**src/hdl/assert_macros.svh**
```systemverilog
// ----------------------------------------------------------------------------
// assert_macros.svh
// Assertion macros shared by the RTL; empty when SYNTHESIS is defined.
// ----------------------------------------------------------------------------
`ifndef ASSERT_MACROS_SVH
`define ASSERT_MACROS_SVH
`ifndef SYNTHESIS
// Condition must hold at every clock edge out of reset
`define CHK_ALWAYS(name, clk, rst_n, cond, msg) \
    name: assert property (@(posedge clk) disable iff (!rst_n) (cond)) else $error(msg);
// Antecedent implies consequent in the same cycle
`define CHK_SAME(name, clk, rst_n, ante, cons, msg) \
    name: assert property (@(posedge clk) disable iff (!rst_n) (ante) |-> (cons)) \
        else $error(msg);
// Antecedent implies consequent in the next cycle
`define CHK_NEXT(name, clk, rst_n, ante, cons, msg) \
    name: assert property (@(posedge clk) disable iff (!rst_n) (ante) |=> (cons)) \
        else $error(msg);
`else
`define CHK_ALWAYS(name, clk, rst_n, cond, msg)
`define CHK_SAME(name, clk, rst_n, ante, cons, msg)
`define CHK_NEXT(name, clk, rst_n, ante, cons, msg)
`endif
`endif

```
**src/hdl/dofbd_pkg.sv**
```systemverilog
// ----------------------------------------------------------------------------
// dofbd_pkg
// Shared types and constants of the drop-oldest FIFO with burst drain.
// ----------------------------------------------------------------------------
`timescale 1ns / 1ps
`default_nettype none
package dofbd_pkg;

    localparam int ITEM_W = 32;
    localparam int FILL_W = 5;
    localparam logic [FILL_W-1:0] CAP_RESET = 5'd16;

    localparam logic OP_ENQ   = 1'b0;
    localparam logic OP_DRAIN = 1'b1;

    typedef enum logic [1:0] {
        ST_IDLE,
        ST_ENQ,
        ST_DRAIN
    } state_t;

    // Word store control from the sequencer
    typedef struct packed {
        logic load;
        logic wr_en;
        logic rd_en;
    } mem_ctl_t;

    // Result transaction control, aligned with the store read data
    typedef struct packed {
        logic              strobe;
        logic              valid;
        logic              last;
        logic [FILL_W-1:0] fill;
    } res_t;

endpackage
`default_nettype wire

```
**src/hdl/drop_oldest_fifo_burst_drain.sv**
```systemverilog
// ----------------------------------------------------------------------------
// drop_oldest_fifo_burst_drain
// Bounded FIFO that drops its oldest word when full and drains in bursts.
// ----------------------------------------------------------------------------
// Usage:
//   Command channel: an item is taken when start is high and busy is low.
//   op = 0 enqueues item_data; op = 1 drains up to drain_count words.
//   Results leave one per cycle on out_data/out_valid/out_last/fill_level,
//   marked by out_strobe for one cycle. The receiver cannot stall them.
//   An empty drain gives one transaction with out_valid low and out_last high.
//   Configuration: cfg_data is written to the capacity register when
//   cfg_valid and cfg_ready are high; cfg_ready is always high. Write only
//   while idle.
// Timing:
//   Enqueue: accept, then store write. Drain of n words: busy after accept
//   until the last read, one store read per cycle through the single-port
//   word store; results appear in the cycle after each read. An empty drain
//   answers the cycle after accept and the block stays ready.
// Reset: asynchronous, active low; the FIFO empties and capacity returns to
//   16. Store contents are not cleared.
// ----------------------------------------------------------------------------
`timescale 1ns / 1ps
`default_nettype none
module drop_oldest_fifo_burst_drain #(
    parameter int DEPTH      = 16,
    parameter int DATA_WIDTH = 32
) (
    input  wire logic                          clk,
    input  wire logic                          rst_n,
    input  wire logic                          start,
    output logic                               busy,
    input  wire logic                          op,
    input  wire logic [dofbd_pkg::ITEM_W-1:0]  item_data,
    input  wire logic [dofbd_pkg::FILL_W-1:0]  drain_count,
    output logic                               out_strobe,
    output logic      [dofbd_pkg::ITEM_W-1:0]  out_data,
    output logic                               out_valid,
    output logic                               out_last,
    output logic      [dofbd_pkg::FILL_W-1:0]  fill_level,
    input  wire logic                          cfg_valid,
    output logic                               cfg_ready,
    input  wire logic [dofbd_pkg::FILL_W-1:0]  cfg_data
);
    import dofbd_pkg::*;

    localparam int AW = $clog2(DEPTH);
    localparam int KW = (DATA_WIDTH < ITEM_W) ? DATA_WIDTH : ITEM_W;

    mem_ctl_t          mem_ctl;
    res_t              res;
    logic [AW-1:0]     mem_addr;
    logic [AW-1:0]     unit_a;
    logic [FILL_W-1:0] unit_b;
    logic [AW-1:0]     unit_sum;
    logic [KW-1:0]     rdata;

    assign cfg_ready = 1'b1;

    dofbd_ptr_unit #(
        .DEPTH (DEPTH)
    ) u_ptr (
        .a   (unit_a),
        .b   (unit_b),
        .sum (unit_sum)
    );

    dofbd_store #(
        .DEPTH (DEPTH),
        .WIDTH (KW)
    ) u_store (
        .clk   (clk),
        .ctl   (mem_ctl),
        .addr  (mem_addr),
        .wdata (item_data[KW-1:0]),
        .rdata (rdata)
    );

    dofbd_ctrl #(
        .DEPTH (DEPTH)
    ) u_ctrl (
        .clk         (clk),
        .rst_n       (rst_n),
        .start       (start),
        .op          (op),
        .drain_count (drain_count),
        .cfg_we      (cfg_valid && cfg_ready),
        .cfg_data    (cfg_data),
        .busy        (busy),
        .mem_ctl     (mem_ctl),
        .mem_addr    (mem_addr),
        .unit_a      (unit_a),
        .unit_b      (unit_b),
        .unit_sum    (unit_sum),
        .res         (res)
    );

    // Drive the result transaction; data reads as zero when nothing drained
    assign out_strobe = res.strobe;
    assign out_valid  = res.valid;
    assign out_last   = res.last;
    assign fill_level = res.fill;
    assign out_data   = res.valid ? ITEM_W'(rdata) : '0;

endmodule
`default_nettype wire

```
**src/hdl/dofbd_ptr_unit.sv**
```systemverilog
// ----------------------------------------------------------------------------
// dofbd_ptr_unit
// Shared modulo-DEPTH pointer adder used for head advance and tail address.
// ----------------------------------------------------------------------------
`timescale 1ns / 1ps
`default_nettype none
module dofbd_ptr_unit #(
    parameter int DEPTH = 16
) (
    input  wire logic [$clog2(DEPTH)-1:0]    a,
    input  wire logic [dofbd_pkg::FILL_W-1:0] b,
    output logic      [$clog2(DEPTH)-1:0]    sum
);
    import dofbd_pkg::*;

    localparam int AW = $clog2(DEPTH);
    localparam int SW = ((AW > FILL_W) ? AW : FILL_W) + 1;

    logic [SW-1:0] sum_raw;
    logic [SW-1:0] sum_wrap;

    // Add, then wrap once: both operands stay below DEPTH
    always_comb
    begin
        sum_raw = SW'(a) + SW'(b);
        if (sum_raw >= SW'(DEPTH))
        begin
            sum_wrap = sum_raw - SW'(DEPTH);
        end
        else
        begin
            sum_wrap = sum_raw;
        end
    end

    assign sum = sum_wrap[AW-1:0];

endmodule
`default_nettype wire

```
**src/hdl/dofbd_store.sv**
```systemverilog
// ----------------------------------------------------------------------------
// dofbd_store
// Single-port word store with registered read and an input hold register.
// ----------------------------------------------------------------------------
`timescale 1ns / 1ps
`default_nettype none
module dofbd_store #(
    parameter int DEPTH = 16,
    parameter int WIDTH = 32
) (
    input  wire logic                     clk,
    input  wire dofbd_pkg::mem_ctl_t      ctl,
    input  wire logic [$clog2(DEPTH)-1:0] addr,
    input  wire logic [WIDTH-1:0]         wdata,
    output logic      [WIDTH-1:0]         rdata
);
    import dofbd_pkg::*;

    logic [WIDTH-1:0] word_store_reg [DEPTH];
    logic [WIDTH-1:0] hold_reg;
    logic [WIDTH-1:0] rdata_reg;

    // Hold the incoming word until the write cycle
    always_ff @(posedge clk)
    begin
        if (ctl.load)
        begin
            hold_reg <= wdata;
        end
    end

    // Write at the tail, read at the head
    always_ff @(posedge clk)
    begin
        if (ctl.wr_en)
        begin
            word_store_reg[addr] <= hold_reg;
        end
        if (ctl.rd_en)
        begin
            rdata_reg <= word_store_reg[addr];
        end
    end

    assign rdata = rdata_reg;

endmodule
`default_nettype wire

```
**src/hdl/dofbd_ctrl.sv**
```systemverilog
// ----------------------------------------------------------------------------
// dofbd_ctrl
// Sequencer: head/fill tracking, drop-oldest decision and burst drain.
// ----------------------------------------------------------------------------
`timescale 1ns / 1ps
`default_nettype none
`include "assert_macros.svh"
module dofbd_ctrl #(
    parameter int DEPTH = 16
) (
    input  wire logic                          clk,
    input  wire logic                          rst_n,
    input  wire logic                          start,
    input  wire logic                          op,
    input  wire logic [dofbd_pkg::FILL_W-1:0]  drain_count,
    input  wire logic                          cfg_we,
    input  wire logic [dofbd_pkg::FILL_W-1:0]  cfg_data,
    output logic                               busy,
    output dofbd_pkg::mem_ctl_t                mem_ctl,
    output logic      [$clog2(DEPTH)-1:0]      mem_addr,
    output logic      [$clog2(DEPTH)-1:0]      unit_a,
    output logic      [dofbd_pkg::FILL_W-1:0]  unit_b,
    input  wire logic [$clog2(DEPTH)-1:0]      unit_sum,
    output dofbd_pkg::res_t                    res
);
    import dofbd_pkg::*;

    localparam int AW = $clog2(DEPTH);
    localparam int SW = ((AW > FILL_W) ? AW : FILL_W) + 1;

    state_t            state_reg, state_next;
    logic [AW-1:0]     head_reg, head_next;
    logic [FILL_W-1:0] fill_reg, fill_next;
    logic [FILL_W-1:0] remain_reg, remain_next;
    logic [FILL_W-1:0] cap_reg;
    res_t              res_reg, res_next;

    logic [FILL_W-1:0] cap_floor;
    logic [SW-1:0]     cap_eff;
    logic              drop;
    logic [FILL_W-1:0] want;

    // Capacity register
    always_ff @(posedge clk or negedge rst_n)
    begin
        if (!rst_n)
        begin
            cap_reg <= CAP_RESET;
        end
        else if (cfg_we)
        begin
            cap_reg <= cfg_data;
        end
    end

    // Clamp capacity into 1..DEPTH, decide whether to drop the oldest and limit the drain to the fill
    always_comb
    begin
        cap_floor = (cap_reg == '0) ? FILL_W'(1) : cap_reg;
        cap_eff   = (SW'(cap_floor) > SW'(DEPTH)) ? SW'(DEPTH) : SW'(cap_floor);
        drop      = (SW'(fill_reg) >= cap_eff);
        want      = (drain_count < fill_reg) ? drain_count : fill_reg;
    end

    // State and pointer registers
    always_ff @(posedge clk or negedge rst_n)
    begin
        if (!rst_n)
        begin
            state_reg  <= ST_IDLE;
            head_reg   <= '0;
            fill_reg   <= '0;
            remain_reg <= '0;
            res_reg    <= '0;
        end
        else
        begin
            state_reg  <= state_next;
            head_reg   <= head_next;
            fill_reg   <= fill_next;
            remain_reg <= remain_next;
            res_reg    <= res_next;
        end
    end

    // Next state, pointer unit operands and store control
    always_comb
    begin
        state_next  = state_reg;
        head_next   = head_reg;
        fill_next   = fill_reg;
        remain_next = remain_reg;
        res_next    = '0;
        mem_ctl     = '0;
        mem_addr    = head_reg;
        unit_a      = head_reg;
        unit_b      = FILL_W'(1);
        case (state_reg)
            ST_IDLE:
            begin
                if (start)
                begin
                    mem_ctl.load = 1'b1;
                    if (op == OP_ENQ)
                    begin
                        // Drop the oldest word when full
                        if (drop)
                        begin
                            head_next = unit_sum;
                            fill_next = fill_reg - FILL_W'(1);
                        end
                        state_next = ST_ENQ;
                    end
                    else if (want == '0)
                    begin
                        // Nothing to drain: one invalid, last transaction
                        res_next.strobe = 1'b1;
                        res_next.last   = 1'b1;
                        res_next.fill   = fill_reg;
                    end
                    else
                    begin
                        remain_next = want;
                        state_next  = ST_DRAIN;
                    end
                end
            end
            ST_ENQ:
            begin
                // Write at tail = head + fill
                unit_b        = fill_reg;
                mem_addr      = unit_sum;
                mem_ctl.wr_en = 1'b1;
                fill_next     = fill_reg + FILL_W'(1);
                state_next    = ST_IDLE;
            end
            ST_DRAIN:
            begin
                // Read the head word and advance
                mem_ctl.rd_en   = 1'b1;
                head_next       = unit_sum;
                fill_next       = fill_reg - FILL_W'(1);
                remain_next     = remain_reg - FILL_W'(1);
                res_next.strobe = 1'b1;
                res_next.valid  = 1'b1;
                res_next.last   = (remain_reg == FILL_W'(1));
                res_next.fill   = fill_reg - FILL_W'(1);
                if (remain_reg == FILL_W'(1))
                begin
                    state_next = ST_IDLE;
                end
            end
            default:
            begin
                state_next = ST_IDLE;
            end
        endcase
    end

    assign busy = (state_reg != ST_IDLE);
    assign res  = res_reg;

    `CHK_ALWAYS(a_fill_bound, clk, rst_n, SW'(fill_reg) <= SW'(DEPTH), "fill exceeds depth")
    `CHK_SAME(a_drain_remain, clk, rst_n, state_reg == ST_DRAIN,
        (remain_reg != '0) && (remain_reg <= fill_reg), "drain count out of range")
    `CHK_NEXT(a_burst_cont, clk, rst_n, res_reg.strobe && !res_reg.last,
        res_reg.strobe && res_reg.valid, "burst broken before last")
    `CHK_NEXT(a_enq_grow, clk, rst_n, state_reg == ST_ENQ,
        fill_reg == $past(fill_reg) + FILL_W'(1), "enqueue did not add a word")

endmodule
`default_nettype wire
```
**config.mk**
```make
export PLATFORM = sky130hd
export DESIGN_NAME = drop_oldest_fifo_burst_drain
export DESIGN_NICKNAME = d
export VERILOG_FILES = /design/src/hdl/dofbd_pkg.sv /design/src/hdl/drop_oldest_fifo_burst_drain.sv /design/src/hdl/dofbd_ptr_unit.sv /design/src/hdl/dofbd_store.sv /design/src/hdl/dofbd_ctrl.sv
export VERILOG_INCLUDE_DIRS = /design/src /design/src/hdl
export SDC_FILE = /design/constraint.sdc
export NUM_CORES = 1
export LEC_CHECK = 0
export BUFFER_PORTS_ARGS = -buffer_cell sky130_fd_sc_hd__clkbuf_2
export CORE_MARGIN = 3
export CORE_UTILIZATION = 50
export CTS_CLUSTER_SIZE = 40
export DETAILED_ROUTE_END_ITERATION = 16
export PLACE_DENSITY = 0.79
export SETUP_SLACK_MARGIN = 0.05
export SLEW_MARGIN = 20
export SYNTH_ARGS = -nofsm -noshare
export SYNTH_HDL_FRONTEND = slang
export SYNTH_SLANG_ARGS = --single-unit
```
**constraint.sdc**
```tcl
create_clock -name clk -period 4.6 [get_ports clk]
set_clock_uncertainty 0.05 [all_clocks]
set_input_delay 0.46 -clock clk [delete_from_list [all_inputs] [get_ports clk]]
set_output_delay 0.46 -clock clk [all_outputs]
set_load 0.02 [all_outputs]
```
; ---- Yosys cells after proc, flatten, opt, wreduce, memory -nomap -nowiden
; Memories as Yosys holds them, arrays and structs flattened. A register that Yosys moved wholly into a read port is not among the register bits.
; Cells that the tools add are included.
[op_classes]
add_sub_neg = 5
magnitude_cmp = 4
eq_ne = 10
mux = 38
n_reduce_logical = 10
[op_table]
columns = operator, count
row1 = $mux W5, 10
row2 = $mux W32, 1
row3 = $mux W4, 5
row4 = $mux W6, 3
row5 = $pmux W5 S3, 1
row6 = $pmux W6 S2, 1
row7 = $reduce_and A4 Y1, 3
row8 = $logic_not A5 Y1, 2
row9 = $pmux W5 S2, 1
row10 = $sub A5 B1 Y5 const B, 2
row11 = $mux W1, 9
row12 = $mux W2, 4
row13 = $ne A2 B2 Y1 const B, 4
row14 = $pmux W4 S2, 1
row15 = $add A4 B5 Y6, 1
row16 = $ge A5 B6 Y1, 1
row17 = $ge A6 B5 Y1 const B, 1
row18 = $add A5 B1 Y5 const B, 1
row19 = $eq A5 B1 Y1 const B, 1
row20 = $gt A5 B5 Y1 const B, 1
row21 = $lt A5 B5 Y1, 1
row22 = $ne A2 B1 Y1 const B, 2
row23 = $pmux W2 S2, 1
row24 = $reduce_bool A2 Y1, 2
row25 = other kinds (8), 8
[word_totals]
ff_bits = 61
mem_bits_rw = 512
inputBits = 47
out_inout_bits = 42
wordCells = 78
n_memories = 1
[mem_list]
columns = name, depth, width, rd, rd_clocked_by_memory_dff, wr, line
row1 = u_store.word_store_reg, 16, 32, 1, 1, 1, dofbd_store.sv:19  ; logic [WIDTH-1:0] word_store_reg [DEPTH];

; ---- Logic depth before layout (Yosys ltp)
; Gate-level depths: netlist of the first run.
[logic_depth]
ltp_word = 9
ltp_mapped = 14
mapped_depth_nobuf = 10

; ---- Modules after synthesis
; From an unflattened synthesis of the first run, not the netlist that was laid out.
[hier_totals]
hier_cells = 1107
area_unflattened_um2 = 23433.7
[modules_own_cells]
columns = mod, n_inst, cells_per_inst, area_per_inst_um2, seq_area_each_um2
row1 = dofbd_store, 1, 872, 21144.0, 17296.6
row2 = dofbd_ctrl, 1, 189, 1923.1, 726.9
row3 = drop_oldest_fifo_burst_drain, 1, 37, 266.5, 0.0
row4 = dofbd_ptr_unit, 1, 9, 100.1, 0.0

; ---- Least setup slack after synthesis of the first run
; Ideal clock, no wire load.
[synth_timing]
path_kind = reg-to-reg
from = reg u_ctrl.state_reg[1]
to = mem u_store.word_store_reg[1][0] (enable)
setup_time_ps = 421
arrival_ps = 4016
required_ps = 4129
setup_slack_ps = 113
path_stages_with_launch = 13
cell_sequence = dfrtp_1 -> and2b_4 -> buf_6 -> nand2_1 -> ha_1 -> fa_1 -> xor2_2 -> a2111oi_0 -> a211o_1 -> a41o_1 -> buf_2 -> inv_2 -> nor2_1
[synth_via]
elab_chain_len = 6
elab_cells_between_ends = 10
classes_between = 2 x add/sub / 1 x order compare / 1 x eq/ne / 6 x mux
[synth_rtl]
columns = item, line
row1 = from (decl), dofbd_ctrl.sv:31  ; state_t state_reg, state_next;
row2 = from (signal assigned), dofbd_ctrl.sv:78  ; state_reg <= state_next;
row3 = $eq A2 B1 Y1 (*), dofbd_ctrl.sv:98  ; case (state_reg)
row4 = $mux W5, dofbd_ctrl.sv:98
row5 = $add A4 B5 Y6, dofbd_ptr_unit.sv:25  ; sum_raw = SW'(a) + SW'(b);
row6 = $ge A6 B5 Y1 / $sub A4 B1 Y4 (equally long branches), "dofbd_ptr_unit.sv:26, dofbd_ptr_unit.sv:28"
row7 = $mux W4, dofbd_ptr_unit.sv:26  ; if (sum_raw >= SW'(DEPTH))
row8 = $mux W4, dofbd_ctrl.sv:98
row9 = to (decl), dofbd_store.sv:19
; Every way passes the cells marked *; elsewhere a longest branch is shown, timed or not.

; ---- Worst setup path after layout of the first run
[layout_timing]
from = reg u_ctrl.state_reg[0]
to = mem u_store.word_store_reg[11][3] (enable)
; The elaborated chain is that of the path after synthesis.

==> results.toml, run 1 <==
[status]
status = "finished clean"

[critical_path]
cp_max_fo = 22
r2r_end = "u_store.word_store_reg[11][3]"
endpoint_kind = "register"
max_stage_delay_ns = 0.77
cpLargestDelayFamily = "simple AND/OR/NAND/NOR gates"
cp.depth = 10
worst-path-buf-inv = 1
startpoint = "u_ctrl.state_reg[0]"
required_ns = 4.85
critPathKind = "reg -> reg"
reg2reg_slack_ns = 0.36
path_cells = "and2b_4, nand2_1, ha_1, fa_1, xor2_2, a211oi_1, a211o_1, a31oi_4, nor2_4, buf_4"
reg2reg_depth = 10
arrival_ns = 4.49
crit_path_top_delay_cell = "nor2_4"
crit_end = "u_store.word_store_reg[11][3]"
rr_startpoint = "u_ctrl.state_reg[0]"
critPathLaunchType = "register"

[logic_synthesis]
synthesis.nets = 1316
avgSynthCellArea_um2 = 18.4
synth-edff-count = 576
netlist_area_um2 = 23100
ys_seq_area_frac = 0.782
ys_async_sr_fraction = 0.0479
synthCells = 1252
yosysWarnings = 0
ys_seq_elements = 605
synth_flop_cell = "edfxtp_1"
synth.distinct_cells = 76

[layout]
syn_to_final_growth_pct = 15.4
n_antenna_cell = 0
fin_util = 0.585
largest_register_ffs = 512
final_nets = 1459
design_area_um2 = 26600
drive_above_1_share = 0.183
fillers = 3307

[timing]
max_freq_mhz = 236
rsz0062_at_grt = "no"
fin_ws_ns = 0.356
fin_crit_sh = 0.923
finalMaxSlewViolations = 0
setup_viol = 0
slew_headroom = 0.327
whs_ns = 0.0126
hold_viol = 0
fin_crit_ns = 4.24
tns_ns = 0
tightest_slew_ns = 1.01

[floorplan]
die_w_um = 221
core_area_um2 = 45500
die-area_um2 = 48700
io_pins = 89
start_util = 0.507
row_count = 78
die_height_um = 221

[flow_run]
max_cap_viol_count = 0

[power_and_ir_drop]
powerDensity_nw_per_um2 = 636
ir_worst_vdd_uv = 531
p_leak_nw = 8.80

[placed_design]
routabilityCongestion = 0.873
dp_slack_ns = 0.447
io_buffers = 87
post_dp_cell_area_um2 = 24500
dp_hpwl_um = 28300

[clocking]
cts_tree = "yes"
clk_latency_ns = 0.61
postCtsSetupBuffers = 0
cts_root_buffer = "clkbuf_16"
path_clk_slew_ns = 0.06
htreeDepth = 2
numCtsBuffers = 58
clockBufferDepth = 3
cts.sinks = 605

[drt]
drc = 0
drt_iter0_markers = 1770
avgViaCountPerCell = 6.50
wl_per_cell_um = 26.6
wirelength_um = 54300
ant_nets = 0
vias = 13300
drtPass1Iterations = 6

[global_routing]
gr-usage-all-layers = 0.223
grt_pass1_vias = 13000
grt_pass1_wl_um = 80800
grt_start_max_net_pins = 82
antenna_found_initial = 3
grt_overflow_total = 0

[worst_hold_path]
hp-start = "item_data[6]"
hold_path_class = "in -> reg"
## layout make-up
type,count,area [µm²],area share
clock inverters,32,295,0.0111
well taps,600,751,0.0282
clock buffers,73,1530,0.0574
inverters,15,56.3,0.00212
multi-input cells,550,4690,0.176
repair buffers,165,1270,0.0478
flip-flops and latches,605,18000,0.677
## how the worst min path moves through the flow
stage	endpoint	slack [ns]	cells after the start
floorplan	u_ctrl.cap_reg[0]	0.11	0
global placement	u_ctrl.cap_reg[0]	0.45	1
detailed placement	u_ctrl.cap_reg[0]	0.48	1
CTS	u_store.hold_reg[6]	0.008	1
global route	u_store.hold_reg[7]	0.02	1
finish	u_store.hold_reg[6]	0.01	1
## placed cells by master, fill, tap and decap left out, drive strengths merged, types with 5 or more instances in the layout
cell type / instances
a221o: 49
nand3: 9
clkinv: 23
a2bb2oi: 15
dlygate4sd3: 30
a2111oi: 5
clkbuf: 160
a22oi: 17
o21ai: 14
xnor2: 7
o221ai: 32
dfrtp: 28
edfxtp: 576
buf: 48
nor2: 34
ha: 16
o31ai: 9
a221oi: 81
inv: 16
a21oi: 7
a22o: 129
and2: 34
mux2: 6
nand2: 19
nand2b: 6
## timing repair
action | 4_1_cts | 5_1_grt
hold endpoints to repair | 57 | 0
setup endpoints to repair | 0 | 0
hold buffers | 30 | 0
resized for setup | 0 | 0
## per-layer routing
metal	up-vias	wire, µm	GRT usage
met2	855	25700	0.348
met3	135	5290	0.0423
met1	6674	21700	0.317
li1	5597	-	-
met5	-	29	0
met4	4	1630	0.0804
## per-stage QoR
| stage | total power, mW | instances |
|---|---|---|
| floorplan | 10.7 | 1252 |
| detailed placement | 12.4 | 1905 |
| finish | 16.9 | 2040 |
| global route | 17.7 | 2040 |
| CTS | 17.0 | 2040 |
| global placement | 12.2 | 1905 |
## power breakdown
group	switching [mW]	internal [mW]	leakage, nW	total [mW]
registers	0.452	6.65	5.57	7.10
logic	3.18	2.08	2.36	5.26
clock network	2.00	2.58	0.883	4.58
total	5.62	11.3	8.80	16.9
## cells in the mapped netlist, types with 3 or more instances
library cell | instances | area, µm²
nor2_1 | 33 | 124
a22oi_1 | 17 | 128
nor4_1 | 3 | 18.8
buf_6 | 10 | 113
a21oi_1 | 6 | 30.0
inv_1 | 12 | 45.0
nand2b_1 | 6 | 37.5
a22o_1 | 129 | 1130
mux2_2 | 6 | 67.6
o21ai_0 | 12 | 60.1
buf_2 | 28 | 140
edfxtp_1 | 576 | 17300
a2111oi_0 | 4 | 35.0
nand2_1 | 19 | 71.3
o211ai_1 | 4 | 30.0
buf_1 | 3 | 11.3
o221ai_1 | 32 | 280
a21o_1 | 3 | 22.5
a221o_1 | 49 | 490
nand4bb_1 | 3 | 33.8
clkbuf_1 | 28 | 105
a221oi_1 | 81 | 709
a211o_1 | 3 | 26.3
dfrtp_1 | 28 | 701
o31ai_1 | 5 | 37.5
ha_1 | 16 | 200
o31ai_2 | 3 | 37.5
nand3_1 | 8 | 40.0
buf_4 | 13 | 97.6
nand3b_1 | 3 | 22.5
xnor2_1 | 5 | 43.8
nor3_1 | 4 | 20.0
and2_1 | 34 | 213
a2bb2oi_1 | 15 | 131
## cells by family after synthesis
kind of cell             count (synthesis)  share of synthesized area
AO/OA/AOI/OAI                          387                      0.147
XOR/XNOR                                 9                    0.00439
adder cells (fa/ha/maj)                 17                    0.00955
buffers and inverters                   97                     0.0227
flip-flops                             605                      0.782
multiplexers                             8                    0.00380
other                                    1                   0.000163
AND/OR/NAND/NOR                        128                     0.0305
Power figures use the tool's default switching activity.
==> run 2, diff against run 1 <==
- PLACE_DENSITY: 0.79 -> 0.7
==> run 2 against run 1 <==
  * Worst setup slack improved by 0.29 ns
  * Clock power rose by 4.4%
  * Sequential share of layout area fell by 0.15 points
  * Critical endpoint is now u_store.rdata[6]
  * Design area rose by 0.23%
  * Non-clock buffer count rose by 3
  * Largest power group unchanged
==> results.toml, run 2 (synthesis gave the netlist of run 1 again) <==
[layout]
largest_register_ffs = 512
syn_to_final_growth_pct = 15.7
drive_above_1_share = 0.185
final_nets = 1462
n_antenna_cell = 0
final_cell_mix = "edfxtp_1 (576), a22o_1 (129), clkbuf_2 (87)"
final_common_cell = "edfxtp_1"

[timing]
setup_viol = 0
slew_headroom = 0.225
fin_crit_sh = 0.859
fin_crit_ns = 3.95
rsz0062_at_grt = "no"
finalMaxSlewViolations = 0
fin_ws_ns = 0.650
max_freq_mhz = 253
tightest_slew_ns = 1.16
tns_ns = 0
hold_viol = 0

[power_and_ir_drop]
powerDensity_nw_per_um2 = 639
p_leak_nw = 8.86
ir_worst_vdd_uv = 509

[worst_hold_path]
hp-start = "item_data[7]"
hold_path_class = "in -> reg"
min_path_cells = 1

[global_routing]
grt_util_met1 = 0.317
grtUsageMet3 = 0.0430
grt_pass1_vias = 12900
gr-usage-all-layers = 0.221
grt_busiest_layer = "met2"
antenna_found_initial = 1
grt_overflow_total = 0
met2_usage = 0.344
grt_pass1_wl_um = 79800
grt_start_max_net_pins = 129

[drt]
drtPass1Iterations = 7
avgViaCountPerCell = 6.31
wirelength_um = 53500
ant_nets = 0
drc = 0
vias = 12900
wl_per_cell_um = 26.2
drt_iter0_markers = 1783

[clocking]
cts_root_buffer = "clkbuf_16"
clk_latency_ns = 0.60
path_clk_slew_ns = 0.06
cts_resized = 0
htreeDepth = 2
numCtsBuffers = 58
cts.sinks = 605
clockBufferDepth = 3
cts_tree = "yes"

[critical_path]
arrival_ns = 4.20
required_ns = 4.85
max_stage_delay_ns = 0.90
reg2reg_depth = 9
crit_path_top_delay_cell = "o21ai_4"
path_cells = "and2b_4, nand2_1, ha_1, fa_1, xnor2_2, o31ai_4, o21ai_4, buf_4, o221ai_1"
critPathLaunchType = "register"
cp_max_fo = 22
rr_startpoint = "u_ctrl.state_reg[1]"
endpoint_kind = "register"
startpoint = "u_ctrl.state_reg[1]"
critPathKind = "reg -> reg"

[flow_run]
max_cap_viol_count = 0

[placed_design]
io_buffers = 87
dp_hpwl_um = 27500
dp_slack_ns = 0.723
routabilityCongestion = 0.784

[floorplan]
row_count = 78
die-area_um2 = 48700
die_height_um = 221
io_pins = 89
start_util = 0.507
die_w_um = 221
core_area_um2 = 45500

[status]
status = "finished clean"
run 2: through the flow:
stage | instances | util | power (mW) | cell area [µm²] | hold slack [ns]
after CTS | 2045 | 0.587 | 17.1 | 26700 | 0.00831
after floorplan | 1252 | - | 10.7 | 23100 | 0.114
after global placement | 1907 | 0.538 | 12.2 | 24500 | 0.457
final | 2045 | 0.587 | 17.0 | 26700 | 0.0341
after global routing | 2045 | 0.587 | 17.8 | 26700 | 0.00810
after detailed placement | 1907 | 0.538 | 12.3 | 24500 | 0.470
run 2: timing repair:
item	4_1_cts	5_1_grt
hold buffers	31	0
hold endpoints to repair	58	0
buffers inserted	0	0
run 2: power by group:
| part | internal, mW | switching [mW] | total [mW] |
|---|---|---|---|
| Sequential | 6.65 | 0.428 | 7.08 |
| Clock | 2.80 | 1.98 | 4.78 |
| Combinational | 2.05 | 3.14 | 5.19 |
| Total | 11.5 | 5.55 | 17.0 |
run 2: cell type report:
class | count | area, µm²
clock buffer | 70 | 1520
clock inverter | 37 | 399
fill | 3326 | 18800
inverter | 15 | 56.3
multi-input combinational | 550 | 4690
sequential | 605 | 18000
tap | 600 | 751
timing repair buffer | 168 | 1250
run 2: routing by layer:
| layer | wire (µm) | vias up |
|---|---|---|
| met2 | 25300 | 671 |
| met1 | 22000 | 6519 |
| li1 | - | 5605 |
| met3 | 4630 | 109 |
| met4 | 1560 | 0 |
| met5 | 0 | - |
run 2: worst paths after layout:
| kind | to | slack, ns |
|---|---|---|
| max reg2reg | u_store.rdata[6] | 0.65 |
| max in group asynchronous | u_ctrl.fill_reg[1] | 3.60 |
| max | u_store.rdata[6] | 0.65 |
| min in group asynchronous | u_ctrl.res[7] | 0.41 |
| min | u_store.hold_reg[7] | 0.03 |
| min reg2reg | u_ctrl.cap_reg[0] | 0.49 |
run 2: worst max-delay path, delay by kind of cell (launching register included):
family / cells / cell delay [ns]
compound gates: 3 / 1.18
xor+xnor: 1 / 0.44
fa+ha+maj: 2 / 0.72
buf+inv: 1 / 0.38
flops: 1 / 0.37
simple gates: 2 / 0.50
